<file path="config.mk">
export PLATFORM = sky130hd
export DESIGN_NAME = range_checked_ring_fifo_core_flat
export DESIGN_NICKNAME = d
export VERILOG_FILES = /design/src/hdl/rcf_pkg.sv /design/src/hdl/rcf_req_if.sv /design/src/hdl/rcf_rsp_if.sv /design/src/hdl/rcf_cfg_if.sv /design/src/hdl/rcf_cfg_regs.sv /design/src/hdl/rcf_ring.sv /design/src/hdl/range_checked_ring_fifo_core.sv /design/src/flat_wrapper.sv
export SDC_FILE = /design/constraint.sdc
export NUM_CORES = 1
export LEC_CHECK = 0
export ABC_CLOCK_PERIOD_IN_PS = 5600
export BUFFER_PORTS_ARGS = -buffer_cell sky130_fd_sc_hd__buf_2
export CAP_MARGIN = 5
export CELL_PAD_IN_SITES_DETAIL_PLACEMENT = 1
export CELL_PAD_IN_SITES_GLOBAL_PLACEMENT = 2
export CORE_UTILIZATION = 33
export DETAILED_ROUTE_END_ITERATION = 10
export PLACE_DENSITY_LB_ADDON = 0.1
export SLEW_MARGIN = 15
export SYNTH_ARGS = -nofsm -noshare
export SYNTH_HDL_FRONTEND = slang
export SYNTH_SLANG_ARGS = --single-unit
</file>
<file path="constraint.sdc">
create_clock -name clk -period 5.6 [get_ports clk]
set_clock_uncertainty 0.05 [all_clocks]
set_input_delay 0.84 -clock clk [delete_from_list [all_inputs] [get_ports clk]]
set_output_delay 0.84 -clock clk [all_outputs]
set_load 0.01 [all_outputs]
</file>
<file path="src/hdl/rcf_pkg.sv">
// rcf_pkg: shared types and constants for the range checked ring fifo
// no dependencies; used by the interfaces and every module in hdl/

package rcf_pkg;

	localparam int unsigned DEPTH = 16;
	localparam int unsigned PTR_W = (DEPTH > 1) ? $clog2(DEPTH) : 1;
	localparam int unsigned WORD_W = 32;
	localparam int unsigned CFG_IDX_W = 2;

	localparam logic signed [WORD_W-1:0] NULL_MARKER = WORD_W'(999999);
	localparam logic signed [WORD_W-1:0] UPPER_RESET = {1'b0, {(WORD_W-1){1'b1}}};
	localparam logic signed [WORD_W-1:0] LOWER_RESET = {1'b1, {(WORD_W-1){1'b0}}};

	typedef logic [PTR_W-1:0] ptr_t;
	typedef logic signed [WORD_W-1:0] word_t;

	typedef enum logic {
		REQ_PUSH = 1'b0,
		REQ_POP  = 1'b1
	} req_kind_t;

	typedef enum logic [CFG_IDX_W-1:0] {
		REG_UPPER_BOUND = CFG_IDX_W'(0),
		REG_LOWER_BOUND = CFG_IDX_W'(1)
	} reg_idx_t;

	typedef struct packed {
		logic  req_type;
		word_t push_value;
	} req_t;

	typedef struct packed {
		logic  push_accepted;
		word_t pop_value;
		logic  was_empty;
	} rsp_t;

	typedef struct packed {
		word_t upper_bound;
		word_t lower_bound;
	} bounds_t;

	function automatic ptr_t next_slot(input ptr_t p);
		ptr_t r;
		if (p == PTR_W'(DEPTH - 1)) begin
			r = '0;
		end else begin
			r = p + PTR_W'(1);
		end
		return r;
	endfunction

endpackage

</file>
<file path="src/hdl/rcf_req_if.sv">
// rcf_req_if: request channel (push or pop) with valid/ready handshake
// depends on rcf_pkg

interface rcf_req_if import rcf_pkg::*; ();
	logic  valid;
	logic  ready;
	logic  req_type;
	word_t push_value;

	modport source (output valid, req_type, push_value, input ready);
	modport sink (input valid, req_type, push_value, output ready);
endinterface

</file>
<file path="src/hdl/rcf_rsp_if.sv">
// rcf_rsp_if: result channel with valid/ready handshake
// depends on rcf_pkg

interface rcf_rsp_if import rcf_pkg::*; ();
	logic  valid;
	logic  ready;
	logic  push_accepted;
	word_t pop_value;
	logic  was_empty;

	modport source (output valid, push_accepted, pop_value, was_empty, input ready);
	modport sink (input valid, push_accepted, pop_value, was_empty, output ready);
endinterface

</file>
<file path="src/hdl/rcf_cfg_if.sv">
// rcf_cfg_if: configuration write channel, register index plus data
// depends on rcf_pkg

interface rcf_cfg_if import rcf_pkg::*; ();
	logic                 valid;
	logic                 ready;
	logic [CFG_IDX_W-1:0] index;
	word_t                data;

	modport source (output valid, index, data, input ready);
	modport sink (input valid, index, data, output ready);
endinterface

</file>
<file path="src/hdl/rcf_cfg_regs.sv">
// rcf_cfg_regs: admission bound registers written over the config channel
// depends on rcf_pkg, rcf_cfg_if

module rcf_cfg_regs
	import rcf_pkg::*;
(
	input  logic    clk,
	input  logic    arst_n,
	rcf_cfg_if.sink cfg,
	output bounds_t bounds
);

	word_t upper_q;
	word_t lower_q;

	assign cfg.ready = 1'b1;

	always_ff @(posedge clk or negedge arst_n) begin
		if (!arst_n) begin
			upper_q <= UPPER_RESET;
			lower_q <= LOWER_RESET;
		end else if (cfg.valid) begin
			// unknown indexes are dropped
			unique case (cfg.index)
				REG_UPPER_BOUND: upper_q <= cfg.data;
				REG_LOWER_BOUND: lower_q <= cfg.data;
				default: ;
			endcase
		end
	end

	assign bounds.upper_bound = upper_q;
	assign bounds.lower_bound = lower_q;

endmodule

</file>
<file path="src/hdl/rcf_ring.sv">
// rcf_ring: entry store, head/tail pointers and the per-request decision
// depends on rcf_pkg

module rcf_ring
	import rcf_pkg::*;
(
	input  logic    clk,
	input  logic    arst_n,
	input  logic    fire,
	input  req_t    req,
	input  bounds_t bounds,
	output rsp_t    rsp
);

	word_t store_q [DEPTH];
	ptr_t  head_q;
	ptr_t  tail_q;

	logic  in_range;
	logic  full;
	logic  empty;
	logic  do_push;
	logic  do_pop;

	always_comb begin
		in_range = (req.push_value <= bounds.upper_bound) &&
			(req.push_value >= bounds.lower_bound);
		full     = (next_slot(tail_q) == head_q);
		empty    = (head_q == tail_q);
		do_push  = (req.req_type == REQ_PUSH) && in_range && !full;
		do_pop   = (req.req_type == REQ_POP) && !empty;

		rsp.push_accepted = do_push;
		rsp.was_empty     = (req.req_type == REQ_POP) && empty;
		rsp.pop_value     = do_pop ? store_q[head_q] : NULL_MARKER;
	end

	always_ff @(posedge clk or negedge arst_n) begin
		if (!arst_n) begin
			head_q <= '0;
			tail_q <= '0;
		end else if (fire) begin
			if (do_push) begin
				tail_q <= next_slot(tail_q);
			end
			if (do_pop) begin
				head_q <= next_slot(head_q);
			end
		end
	end

	always_ff @(posedge clk) begin
		if (fire && do_push) begin
			store_q[tail_q] <= req.push_value;
		end
	end

endmodule

</file>
<file path="src/hdl/range_checked_ring_fifo_core.sv">
// Range checked ring fifo: a queue of up to DEPTH-1 signed 32-bit words
// (DEPTH is 16, one slot stays free). Each request transaction is a push or a
// pop; a push is stored only if the word lies within lower_bound..upper_bound
// inclusive and the queue is not full, a pop returns the head word or the null
// marker 999999 with was_empty set when nothing is queued. Every request gives
// exactly one result via the input register, then the result register. A new
// request is taken every cycle unless the result channel stalls; the bound
// compare and pointer update sit between the two registers. Bounds reset to
// the full signed range; the user writes them over the cfg channel (index 0
// upper_bound, index 1 lower_bound) only while idle, unenforced by the block.

module range_checked_ring_fifo_core
	import rcf_pkg::*;
(
	input  logic       clk,
	input  logic       arst_n,
	rcf_req_if.sink    req,
	rcf_rsp_if.source  rsp,
	rcf_cfg_if.sink    cfg
);

	bounds_t bounds;
	logic    req_valid_s1;
	req_t    req_s1;
	logic    rsp_valid_q;
	rsp_t    rsp_q;
	rsp_t    rsp_d;
	logic    advance;

	// s1 moves into the result register when that register is free or draining
	assign advance   = req_valid_s1 && (!rsp_valid_q || rsp.ready);
	assign req.ready = !req_valid_s1 || advance;

	rcf_cfg_regs u_cfg_regs (
		.clk    (clk),
		.arst_n (arst_n),
		.cfg    (cfg),
		.bounds (bounds)
	);

	rcf_ring u_ring (
		.clk    (clk),
		.arst_n (arst_n),
		.fire   (advance),
		.req    (req_s1),
		.bounds (bounds),
		.rsp    (rsp_d)
	);

	always_ff @(posedge clk or negedge arst_n) begin
		if (!arst_n) begin
			req_valid_s1 <= 1'b0;
			rsp_valid_q  <= 1'b0;
		end else begin
			if (req.ready) begin
				req_valid_s1 <= req.valid;
			end
			if (advance) begin
				rsp_valid_q <= 1'b1;
			end else if (rsp.ready) begin
				rsp_valid_q <= 1'b0;
			end
		end
	end

	always_ff @(posedge clk) begin
		if (req.valid && req.ready) begin
			req_s1.req_type   <= req.req_type;
			req_s1.push_value <= req.push_value;
		end
		if (advance) begin
			rsp_q <= rsp_d;
		end
	end

	assign rsp.valid         = rsp_valid_q;
	assign rsp.push_accepted = rsp_q.push_accepted;
	assign rsp.pop_value     = rsp_q.pop_value;
	assign rsp.was_empty     = rsp_q.was_empty;

	a_push_has_null: assert property (@(posedge clk) disable iff (!arst_n)
		rsp_valid_q && rsp_q.push_accepted |-> rsp_q.pop_value == NULL_MARKER
		&& !rsp_q.was_empty)
		else $error("accepted push carries a popped word");

	a_empty_pop: assert property (@(posedge clk) disable iff (!arst_n)
		rsp_valid_q && rsp_q.was_empty |-> rsp_q.pop_value == NULL_MARKER
		&& !rsp_q.push_accepted)
		else $error("empty pop result malformed");

	a_advance_lands: assert property (@(posedge clk) disable iff (!arst_n)
		advance |=> rsp_valid_q)
		else $error("transaction lost between s1 and result register");

endmodule
</file>
<file path="src/flat_wrapper.sv">
// flat-port wrapper written by rule: the top's interface ports become plain ports
module range_checked_ring_fifo_core_flat import rcf_pkg::*;
  (clk, arst_n, req_valid, req_req_type, req_push_value, req_ready, rsp_valid, rsp_push_accepted, rsp_pop_value, rsp_was_empty, rsp_ready, cfg_valid, cfg_index, cfg_data, cfg_ready);
  rcf_req_if req_i ();
  rcf_rsp_if rsp_i ();
  rcf_cfg_if cfg_i ();
  input  logic clk;
  input  logic arst_n;
  input wire logic [$bits(req_i.valid)-1:0] req_valid;
  input wire logic [$bits(req_i.req_type)-1:0] req_req_type;
  input wire logic [$bits(req_i.push_value)-1:0] req_push_value;
  output wire logic [$bits(req_i.ready)-1:0] req_ready;
  output wire logic [$bits(rsp_i.valid)-1:0] rsp_valid;
  output wire logic [$bits(rsp_i.push_accepted)-1:0] rsp_push_accepted;
  output wire logic [$bits(rsp_i.pop_value)-1:0] rsp_pop_value;
  output wire logic [$bits(rsp_i.was_empty)-1:0] rsp_was_empty;
  input wire logic [$bits(rsp_i.ready)-1:0] rsp_ready;
  input wire logic [$bits(cfg_i.valid)-1:0] cfg_valid;
  input wire logic [$bits(cfg_i.index)-1:0] cfg_index;
  input wire logic [$bits(cfg_i.data)-1:0] cfg_data;
  output wire logic [$bits(cfg_i.ready)-1:0] cfg_ready;
  assign req_i.valid = req_valid;
  assign req_i.req_type = req_req_type;
  assign req_i.push_value = req_push_value;
  assign req_ready = req_i.ready;
  assign rsp_valid = rsp_i.valid;
  assign rsp_push_accepted = rsp_i.push_accepted;
  assign rsp_pop_value = rsp_i.pop_value;
  assign rsp_was_empty = rsp_i.was_empty;
  assign rsp_i.ready = rsp_ready;
  assign cfg_i.valid = cfg_valid;
  assign cfg_i.index = cfg_index;
  assign cfg_i.data = cfg_data;
  assign cfg_ready = cfg_i.ready;
  range_checked_ring_fifo_core u_core (.clk(clk), .arst_n(arst_n), .req(req_i), .rsp(rsp_i), .cfg(cfg_i));
endmodule
</file>
After elaboration in Yosys (flattened, before gate mapping)
Memories as Yosys holds them, arrays and structs flattened. A register that Yosys moved wholly into a read port is not among the register bits.
Cells that the tools add are included.
W data, S select, Z words.
- bits in registers: 109
- memory bits (writable): 512
- input bits: 72
- output and inout port bits: 37
- memories: 1
- $add $sub $neg: 2
- $lt $le $gt $ge: 2
- equal/unequal tests: 5
- multiplexer cells: 6
- bitwise logic cells: 1
- reductions and logical operators: 21
- memories (memory ; words ; width ; read ports ; clocked after memory_dff ; write ports ; RTL line ; text):
    u_core.u_ring.store_q ; 16 ; 32 ; 1 ; 1 ; 1 ; rcf_ring.sv:15 ; word_t store_q [DEPTH];
- operators by type and width (cell ; count):
    $ge A32 B32 Y1 ; 1
    $le A32 B32 Y1 ; 1
    $add A4 B1 Y4 const B ; 2
    $eq A4 B4 Y1 ; 2
    $eq A4 B4 Y1 const B ; 2
    $logic_and A1 B1 Y1 ; 8
    $mux W4 ; 2
    $reduce_and A2 Y1 ; 4
    $logic_not A1 Y1 ; 5
    $mux W1 ; 4
    $eq A2 B1 Y1 const B ; 1
    $logic_not A2 Y1 ; 1
    $logic_or A1 B1 Y1 ; 2
    $reduce_bool A2 Y1 ; 1
    $not A1 Y1 ; 1

Longest topological paths before layout
Gate-level depths: netlist of run 1.
- word-level depth: 8
- gate-level depth with buffers: 12

Cells and area by module
From an unflattened synthesis of run 1, not the netlist that was laid out.
- cell total of the unflattened synthesis: 1273
- area, all modules: 26329.0 sq um
- by module, submodules not included (module ; instances ; cells each ; area each (sq um) ; seq. area each (sq um)):
    rcf_ring ; 1 ; 1060 ; 21745.9 ; 15574.9
    rcf_cfg_regs ; 1 ; 138 ; 2467.4 ; 1641.6
    range_checked_ring_fifo_core ; 1 ; 75 ; 2115.8 ; 2062.0

Worst setup path after synthesis of run 1
No wires, ideal clock.
- kind: register to register
- from: reg u_core.req_s1[31] in the netlist's numbering
- to: mem u_core.u_ring.store_q[3][0] in the netlist's numbering (enable)
- data arrival time: 5.466 ns
- slack: -0.417 ns
- cell stages (with the launch flop): 10
- period minus slack after synthesis: 6.017 ns
- path through: edfxtp_1 > ha_1 > nand3_1 > or3_4 > nor4_4 > a211oi_2 > mux2i_1 > or3_1 > buf_6 > nor4_1
- word-level cells in the longest chain between the ends: 7
- elaborated cells on any way between the ends: 8
- classes of those cells: order compare: 2; mux: 2; reduce/logical: 4
- ends and longest elaborated chain (item ; RTL line ; text):
    from (decl) ; range_checked_ring_fifo_core.sv:24 ; req_t req_s1;
    $le A32 B32 Y1 or $ge A32 B32 Y1 (tied branches) ; rcf_ring.sv:26, rcf_ring.sv:27 ;
    $logic_and A1 B1 Y1 * ; rcf_ring.sv:26 ; in_range = (req.push_value <= bounds.upper_bound) &&
    $logic_and A1 B1 Y1 * (2 in series) ; rcf_ring.sv:30 ; do_push = (req.req_type == REQ_PUSH) && in_range && !full;
    $logic_and A1 B1 Y1 * ; rcf_ring.sv:53 ; if (fire && do_push) begin
    $mux W1 * ; rcf_ring.sv:53 ;
    $mux W1 (implied by the code) * ; rcf_ring.sv:54 ; store_q[tail_q] <= req.push_value;
    to (decl) ; rcf_ring.sv:15 ;
Every way passes the cells marked *; elsewhere a longest branch is shown, timed or not.

Final worst setup path of run 1
- from: reg u_core.req_s1[30] in the netlist's numbering
- to: mem u_core.u_ring.store_q[5][25] in the netlist's numbering (enable)
Same word-level chain as after synthesis.

==> results.json, run 1 <==
{
  "p_leak_uw": 0.0105,
  "gp_congestion": 0.727,
  "cts_buffer_depth": 3,
  "finalMaxSlewViolations": 0,
  "clk_pin_slew_ns": 0.06,
  "clock_latency_ns": 0.61,
  "cts_inserted_buffers": 75,
  "cts_root_buffer": "clkbuf_16",
  "cap_viol_max_count": 0,
  "whs_ns": 0.104,
  "synthTopCellsByCount": "edfxtp_1, mux4_2, inv_1",
  "grt_overflow_total": 0,
  "die_h_um": 284,
  "n_fill_cell": 7678,
  "die_w_um": 284,
  "synthCells": 1316,
  "reg2regPathDepth": 10,
  "syn-cell-area_um2": 26200,
  "outcome": "complete, no violations",
  "crit_path_start_kind": "register",
  "grt_pass1_vias": 14420,
  "cts_max_level": 3,
  "portBuffers": 107,
  "wirelength_mm": 68.8,
  "cp.required_ns": 5.83,
  "post_cts_buffers": 0,
  "vdd_drop_max_v": 0.000218,
  "timing_worst_setup_path_type": "reg2reg",
  "min_path_type": "in2async",
  "vias": 12970,
  "areaGrowthSynthToFinish_pct": 17.2,
  "grt_pass1_wl_mm": 100,
  "rr_endpoint": "u_core.u_ring.store_q[5][25]",
  "die-area_um2": 80600,
  "drc": 0,
  "drt_iter0_markers": 921,
  "synth-seq-cells": 653,
  "grt_max_degree": 64,
  "avgRoutedWirePerCell_um": 26.6,
  "r2r_setup_slack_ns": 0.92,
  "nNetsFinal": 1626,
  "yosysTopAreaCell": "edfxtp_1",
  "synth_flop_cell": "edfxtp_1",
  "crit_start": "u_core.req_s1[30]",
  "synth_warnings": 0,
  "fin_crit_ns": 4.68,
  "setup_viol": 0,
  "avgViaCountPerCell": 5.01,
  "initial_core_util": 0.333,
  "worst_r2r_startpoint": "u_core.req_s1[30]",
  "critPathCaptureType": "register",
  "hpwl_mm": 41.5,
  "endpoint": "u_core.u_ring.store_q[5][25]",
  "track_usage": 0.174,
  "antenna_found_initial": 1,
  "clkSinkCount": 653,
  "drive_above_1_share": 0.339,
  "finalPower_uw": 13900,
  "cts_tree": "built",
  "synthArstFlopShare": 0.113,
  "fin_crit_sh": 0.835,
  "max_freq_ghz": 0.214,
  "ios": 109,
  "hold_buffers": 0,
  "dr.pass1.iters": 5,
  "synth_most_common_cell": "edfxtp_1",
  "power_density_nw_per_um2": 453,
  "synth_top_cells_by_area": "edfxtp_1, mux4_2, dfrtp_1",
  "postRouteAntennaNets": 0,
  "rows": 103,
  "mappedNetlistNets": 1457,
  "seq_area_frac_synth": 0.735,
  "arrival_ns": 4.91,
  "tightest_slew_ns": 1.13,
  "synth_top_area_share": 0.663,
  "core_area_um2": 78900,
  "final_hold_viol_count": 0,
  "path_max_fanout": 26,
  "cts_resized": 0,
  "syn_avg_cell_area_um2": 19.9,
  "yosys.cell_types.count": 55,
  "synth_edf_count": 579,
  "slew_headroom": 0.247,
  "grt_setup_unrepaired": "no"
}
-- cell families after synthesis --
group	count (synthesis)	synth area share
buf+inv	135	0.0207
other cells	1	0.000143
simple gates	159	0.0335
flops	653	0.735
xor+xnor	8	0.00267
mux	199	0.155
fa+ha+maj	69	0.0329
compound gates	92	0.0206
-- final cells by class --
class,instances,area (um^2),area share
timing repair buffer,151,931,0.0303
sequential,653,19300,0.627
clock inverter,39,403,0.0131
antenna,1,2.50,0.0000814
tap,1050,1310,0.0427
multi-input combinational,528,6510,0.212
clock buffer,93,2010,0.0653
inverter,76,285,0.00928
-- flip-flops by register name, indices dropped and copies added, names as in the netlist --
signal and count:
u_core.req_s1 33, u_core.req_valid_s1 1, u_core.rsp.pop_value 32, u_core.rsp.push_accepted 1, u_core.rsp.valid 1, u_core.rsp.was_empty 1, u_core.u_cfg_regs.lower_q 32, u_core.u_cfg_regs.upper_q 32
u_core.u_ring.head_q 4, u_core.u_ring.store_q 512, u_core.u_ring.tail_q 4
-- power breakdown --
group          internal, uW  switching [uW]  leakage [uW]  total, uW
logic                  1570            1530       0.00324       3100
registers              5620             357       0.00607       5980
clock network          2910            1940       0.00116       4840
total                 10100            3820        0.0105      13900
-- metal layers --
layer  track usage  routed length, um  vias to the layer above
li1              -                  -                     5622
met1         0.236              31000                     7005
met2         0.286              33700                      249
met3        0.0292               2590                       94
met4        0.0522               1590                        0
met5             0                  0                        -
-- per-stage QoR --
| step | std cells | util | setup slack, ns | area (um^2) | TNS, ns |
|---|---|---|---|---|---|
| final | 2591 | 0.390 | 0.922 | 30700 | 0 |
| after global routing | 2590 | 0.390 | 0.554 | 30700 | 0 |
| after CTS | 2590 | 0.390 | 0.795 | 30700 | 0 |
| after detailed placement | 2458 | 0.359 | 0.802 | 28300 | 0 |
| after global placement | 2458 | 0.359 | 0.927 | 28300 | 0 |
| after floorplan | 1316 | - | -0.417 | 26200 | -53.39 |
-- placed cells by master (no fill, tap or decap), types with 4 or more instances in the layout --
| cell type | instances |
|---|---|
| a21o_1 | 4 |
| a21oi_1 | 28 |
| and3_1 | 20 |
| buf_12 | 5 |
| buf_2 | 106 |
| buf_4 | 40 |
| bufinv_16 | 8 |
| clkbuf_1 | 15 |
| clkbuf_16 | 78 |
| clkinv_1 | 17 |
| clkinv_2 | 7 |
| clkinvlp_4 | 4 |
| dfrtp_1 | 38 |
| dfstp_2 | 32 |
| edfxtp_1 | 579 |
| ha_1 | 69 |
| inv_1 | 75 |
| mux2_2 | 35 |
| mux4_2 | 160 |
| nand2_1 | 55 |
| nand2b_1 | 4 |
| nand3_1 | 10 |
| nand4_1 | 14 |
| nor2_1 | 7 |
| nor3_1 | 4 |
| nor3_4 | 7 |
| nor4_2 | 4 |
| o21ai_0 | 40 |
| or2_2 | 12 |
| xnor2_1 | 7 |
-- how the worst min path moves through the flow --
stage	startpoint	end	slack (ns)	depth (start not counted)
floorplan	u_core.req_valid_s1	u_core.rsp.valid	0.41	1
global placement	u_core.req_valid_s1	u_core.rsp.valid	0.43	1
detailed placement	u_core.u_cfg_regs.lower_q[13]	u_core.u_cfg_regs.lower_q[13]	0.45	1
CTS	arst_n	u_core.u_cfg_regs.lower_q[26]	0.08	1
global route	arst_n	u_core.u_cfg_regs.lower_q[26]	0.10	1
finish	arst_n	u_core.u_cfg_regs.lower_q[26]	0.10	1
-- critical path: stages (launching register included) --
cell and delay (ns):
edfxtp_1 0.71, ha_1 0.46, nand4_1 0.19, nor4_1 0.43
nand4_1 0.28, o2bb2ai_1 0.21, o21ai_1 0.11, or3_1 0.85
buf_4 0.37, nor3_4 0.38, buf_12 0.29
(Power assumes the default switching activity.)
==> run 2, diff against run 1 <==
--- a/config.mk
+++ b/config.mk
@@ -5,7 +5,7 @@
 export SDC_FILE = /design/constraint.sdc
 export NUM_CORES = 1
 export LEC_CHECK = 0
-export ABC_CLOCK_PERIOD_IN_PS = 5600
+export ABC_CLOCK_PERIOD_IN_PS = 3950
 export BUFFER_PORTS_ARGS = -buffer_cell sky130_fd_sc_hd__buf_2
 export CAP_MARGIN = 5
 export CELL_PAD_IN_SITES_DETAIL_PLACEMENT = 1
==> constraint.sdc (replaced) <==
create_clock -name clk -period 3.95 [get_ports clk]
set_clock_uncertainty 0.05 [all_clocks]
set_input_delay 0.5925 -clock clk [delete_from_list [all_inputs] [get_ports clk]]
set_output_delay 0.5925 -clock clk [all_outputs]
set_load 0.01 [all_outputs]
==> results.json, run 2 (synthesized netlist as in run 1, its figures left out) <==
{
  "drive_above_1_share": 0.364,
  "core_area_um2": 78900,
  "hpwl_mm": 44.7,
  "crit_path_start_kind": "register",
  "track_usage": 0.172,
  "utilization": 0.398,
  "grt_overflow_total": 0,
  "cp.required_ns": 4.21,
  "setup_viol": 0,
  "tns_ns": 0,
  "portBuffers": 107,
  "nNetsFinal": 1669,
  "cts_root_buffer": "clkbuf_16",
  "cts_inserted_buffers": 75,
  "fin_crit_ns": 3.78,
  "n_fill_cell": 7656,
  "clk_pin_slew_ns": 0.06,
  "antenna_cells": 0,
  "path_max_fanout": 19,
  "wirelength_mm": 68.1,
  "fin_crit_sh": 0.956,
  "postRouteAntennaNets": 0,
  "regArea_um2": 19300,
  "drc": 0,
  "cts_max_level": 3,
  "final_hold_viol_count": 0,
  "die_w_um": 284,
  "areaGrowthSynthToFinish_pct": 19.7,
  "largest_register": "u_core.u_ring.store_q",
  "vias": 13000,
  "die_h_um": 284,
  "final_common_cell": "edfxtp_1",
  "finalMaxSlewViolations": 0,
  "max_freq_ghz": 0.265,
  "grt_pass1_vias": 14227,
  "cap_viol_max_count": 0,
  "ios": 109,
  "min_path_type": "in2async",
  "grt_pass1_wl_mm": 100,
  "dpl_cell_area_um2": 28900,
  "cts_tree": "built",
  "final_area_um2": 31400,
  "cts_buffer_depth": 3,
  "drt_iter0_markers": 712,
  "clock_latency_ns": 0.61,
  "finalPower_uw": 20000,
  "reg2regPathDepth": 10,
  "outcome": "complete, no violations",
  "largest_registers": "u_core.u_ring.store_q: 512 flops, u_core.req_s1: 33 flops",
  "avgRoutedWirePerCell_um": 25.8,
  "rows": 103,
  "multi_input_area_um2": 6590,
  "tightest_slew_ns": 0.957,
  "clkSinkCount": 653,
  "p_leak_uw": 0.0108,
  "die-area_um2": 80600,
  "avgViaCountPerCell": 4.93,
  "antenna_found_initial": 4,
  "arrival_ns": 4.04,
  "vdd_drop_max_v": 0.000480,
  "power_density_nw_per_um2": 637,
  "dr.pass1.iters": 4,
  "final_cell_mix": "edfxtp_1, mux4_2, buf_2, clkbuf_16, inv_1",
  "timing_worst_setup_path_type": "reg2reg",
  "initial_core_util": 0.333,
  "layout.cells.non_filler": 2639,
  "slew_headroom": 0.362,
  "largest_register_ffs": 512,
  "dp.cells": 2497,
  "grt_max_degree": 95,
  "gp_congestion": 0.768,
  "critPathCaptureType": "register"
}
run 2: worst max-delay path: stages (launching register included):
cell and delay (ns):
edfxtp_1 0.52, ha_1 0.37, nand4_1 0.25, or4_1 0.62
o2bb2ai_1 0.18, o21ai_1 0.10, or3_2 0.53, buf_12 0.20
nor4_4 0.30, buf_6 0.17, buf_12 0.15
run 2: worst paths after layout:
path | startpoint | end | slack (ns)
worst max-delay path | u_core.req_s1[15] | u_core.u_ring.store_q[1][2] | 0.17
worst min-delay path | arst_n | u_core.u_cfg_regs.lower_q[29] | 0.03
worst max register to register | u_core.req_s1[15] | u_core.u_ring.store_q[1][2] | 0.17
worst min register to register | u_core.u_cfg_regs.upper_q[21] | u_core.u_cfg_regs.upper_q[21] | 0.45
max in group asynchronous | arst_n | u_core.u_cfg_regs.upper_q[26] | 3.02
min in group clk | req_push_value[26] | u_core.req_s1[26] | 0.11
run 2: final cells by class:
type                            instances  share of cell area
Sequential cell                       653               0.614
Multi-Input combinational cell        528               0.210
Clock buffer                           93              0.0643
Timing Repair Buffer                  194              0.0474
Tap cell                             1050              0.0418
Clock inverter                         45              0.0133
Inverter                               76             0.00908
run 2: power breakdown:
group          leakage (uW)  switching, uW  internal, uW  total [uW]
Sequential          0.00607            228          7970        8200
Clock               0.00119           2790          4100        6890
Combinational       0.00352           2600          2310        4920
Total                0.0108           5620         14400       20000
run 2: metal layers:
layer  track usage  part of all wire  vias up
li1              -                 -     5715
met4        0.0536             0.028        2
met3        0.0283             0.033      112
met1         0.237              0.45     6938
met2         0.277              0.48      233
met5             0           0.00025        -
run 2: what timing repair did:
action	CTS	global route
gates resized for setup	0	5
hold buffers	0	0
setup endpoints to repair	0	170
buffers inserted	0	3
run 2: metrics by stage:
step	hold slack (ns)	worst slack, ns
after floorplan	0.247	-0.716
after global placement	0.440	0.117
after detailed placement	0.444	0.0909
after CTS	0.0481	0.0777
after global routing	0.0728	-0.00678
final	0.0335	0.175
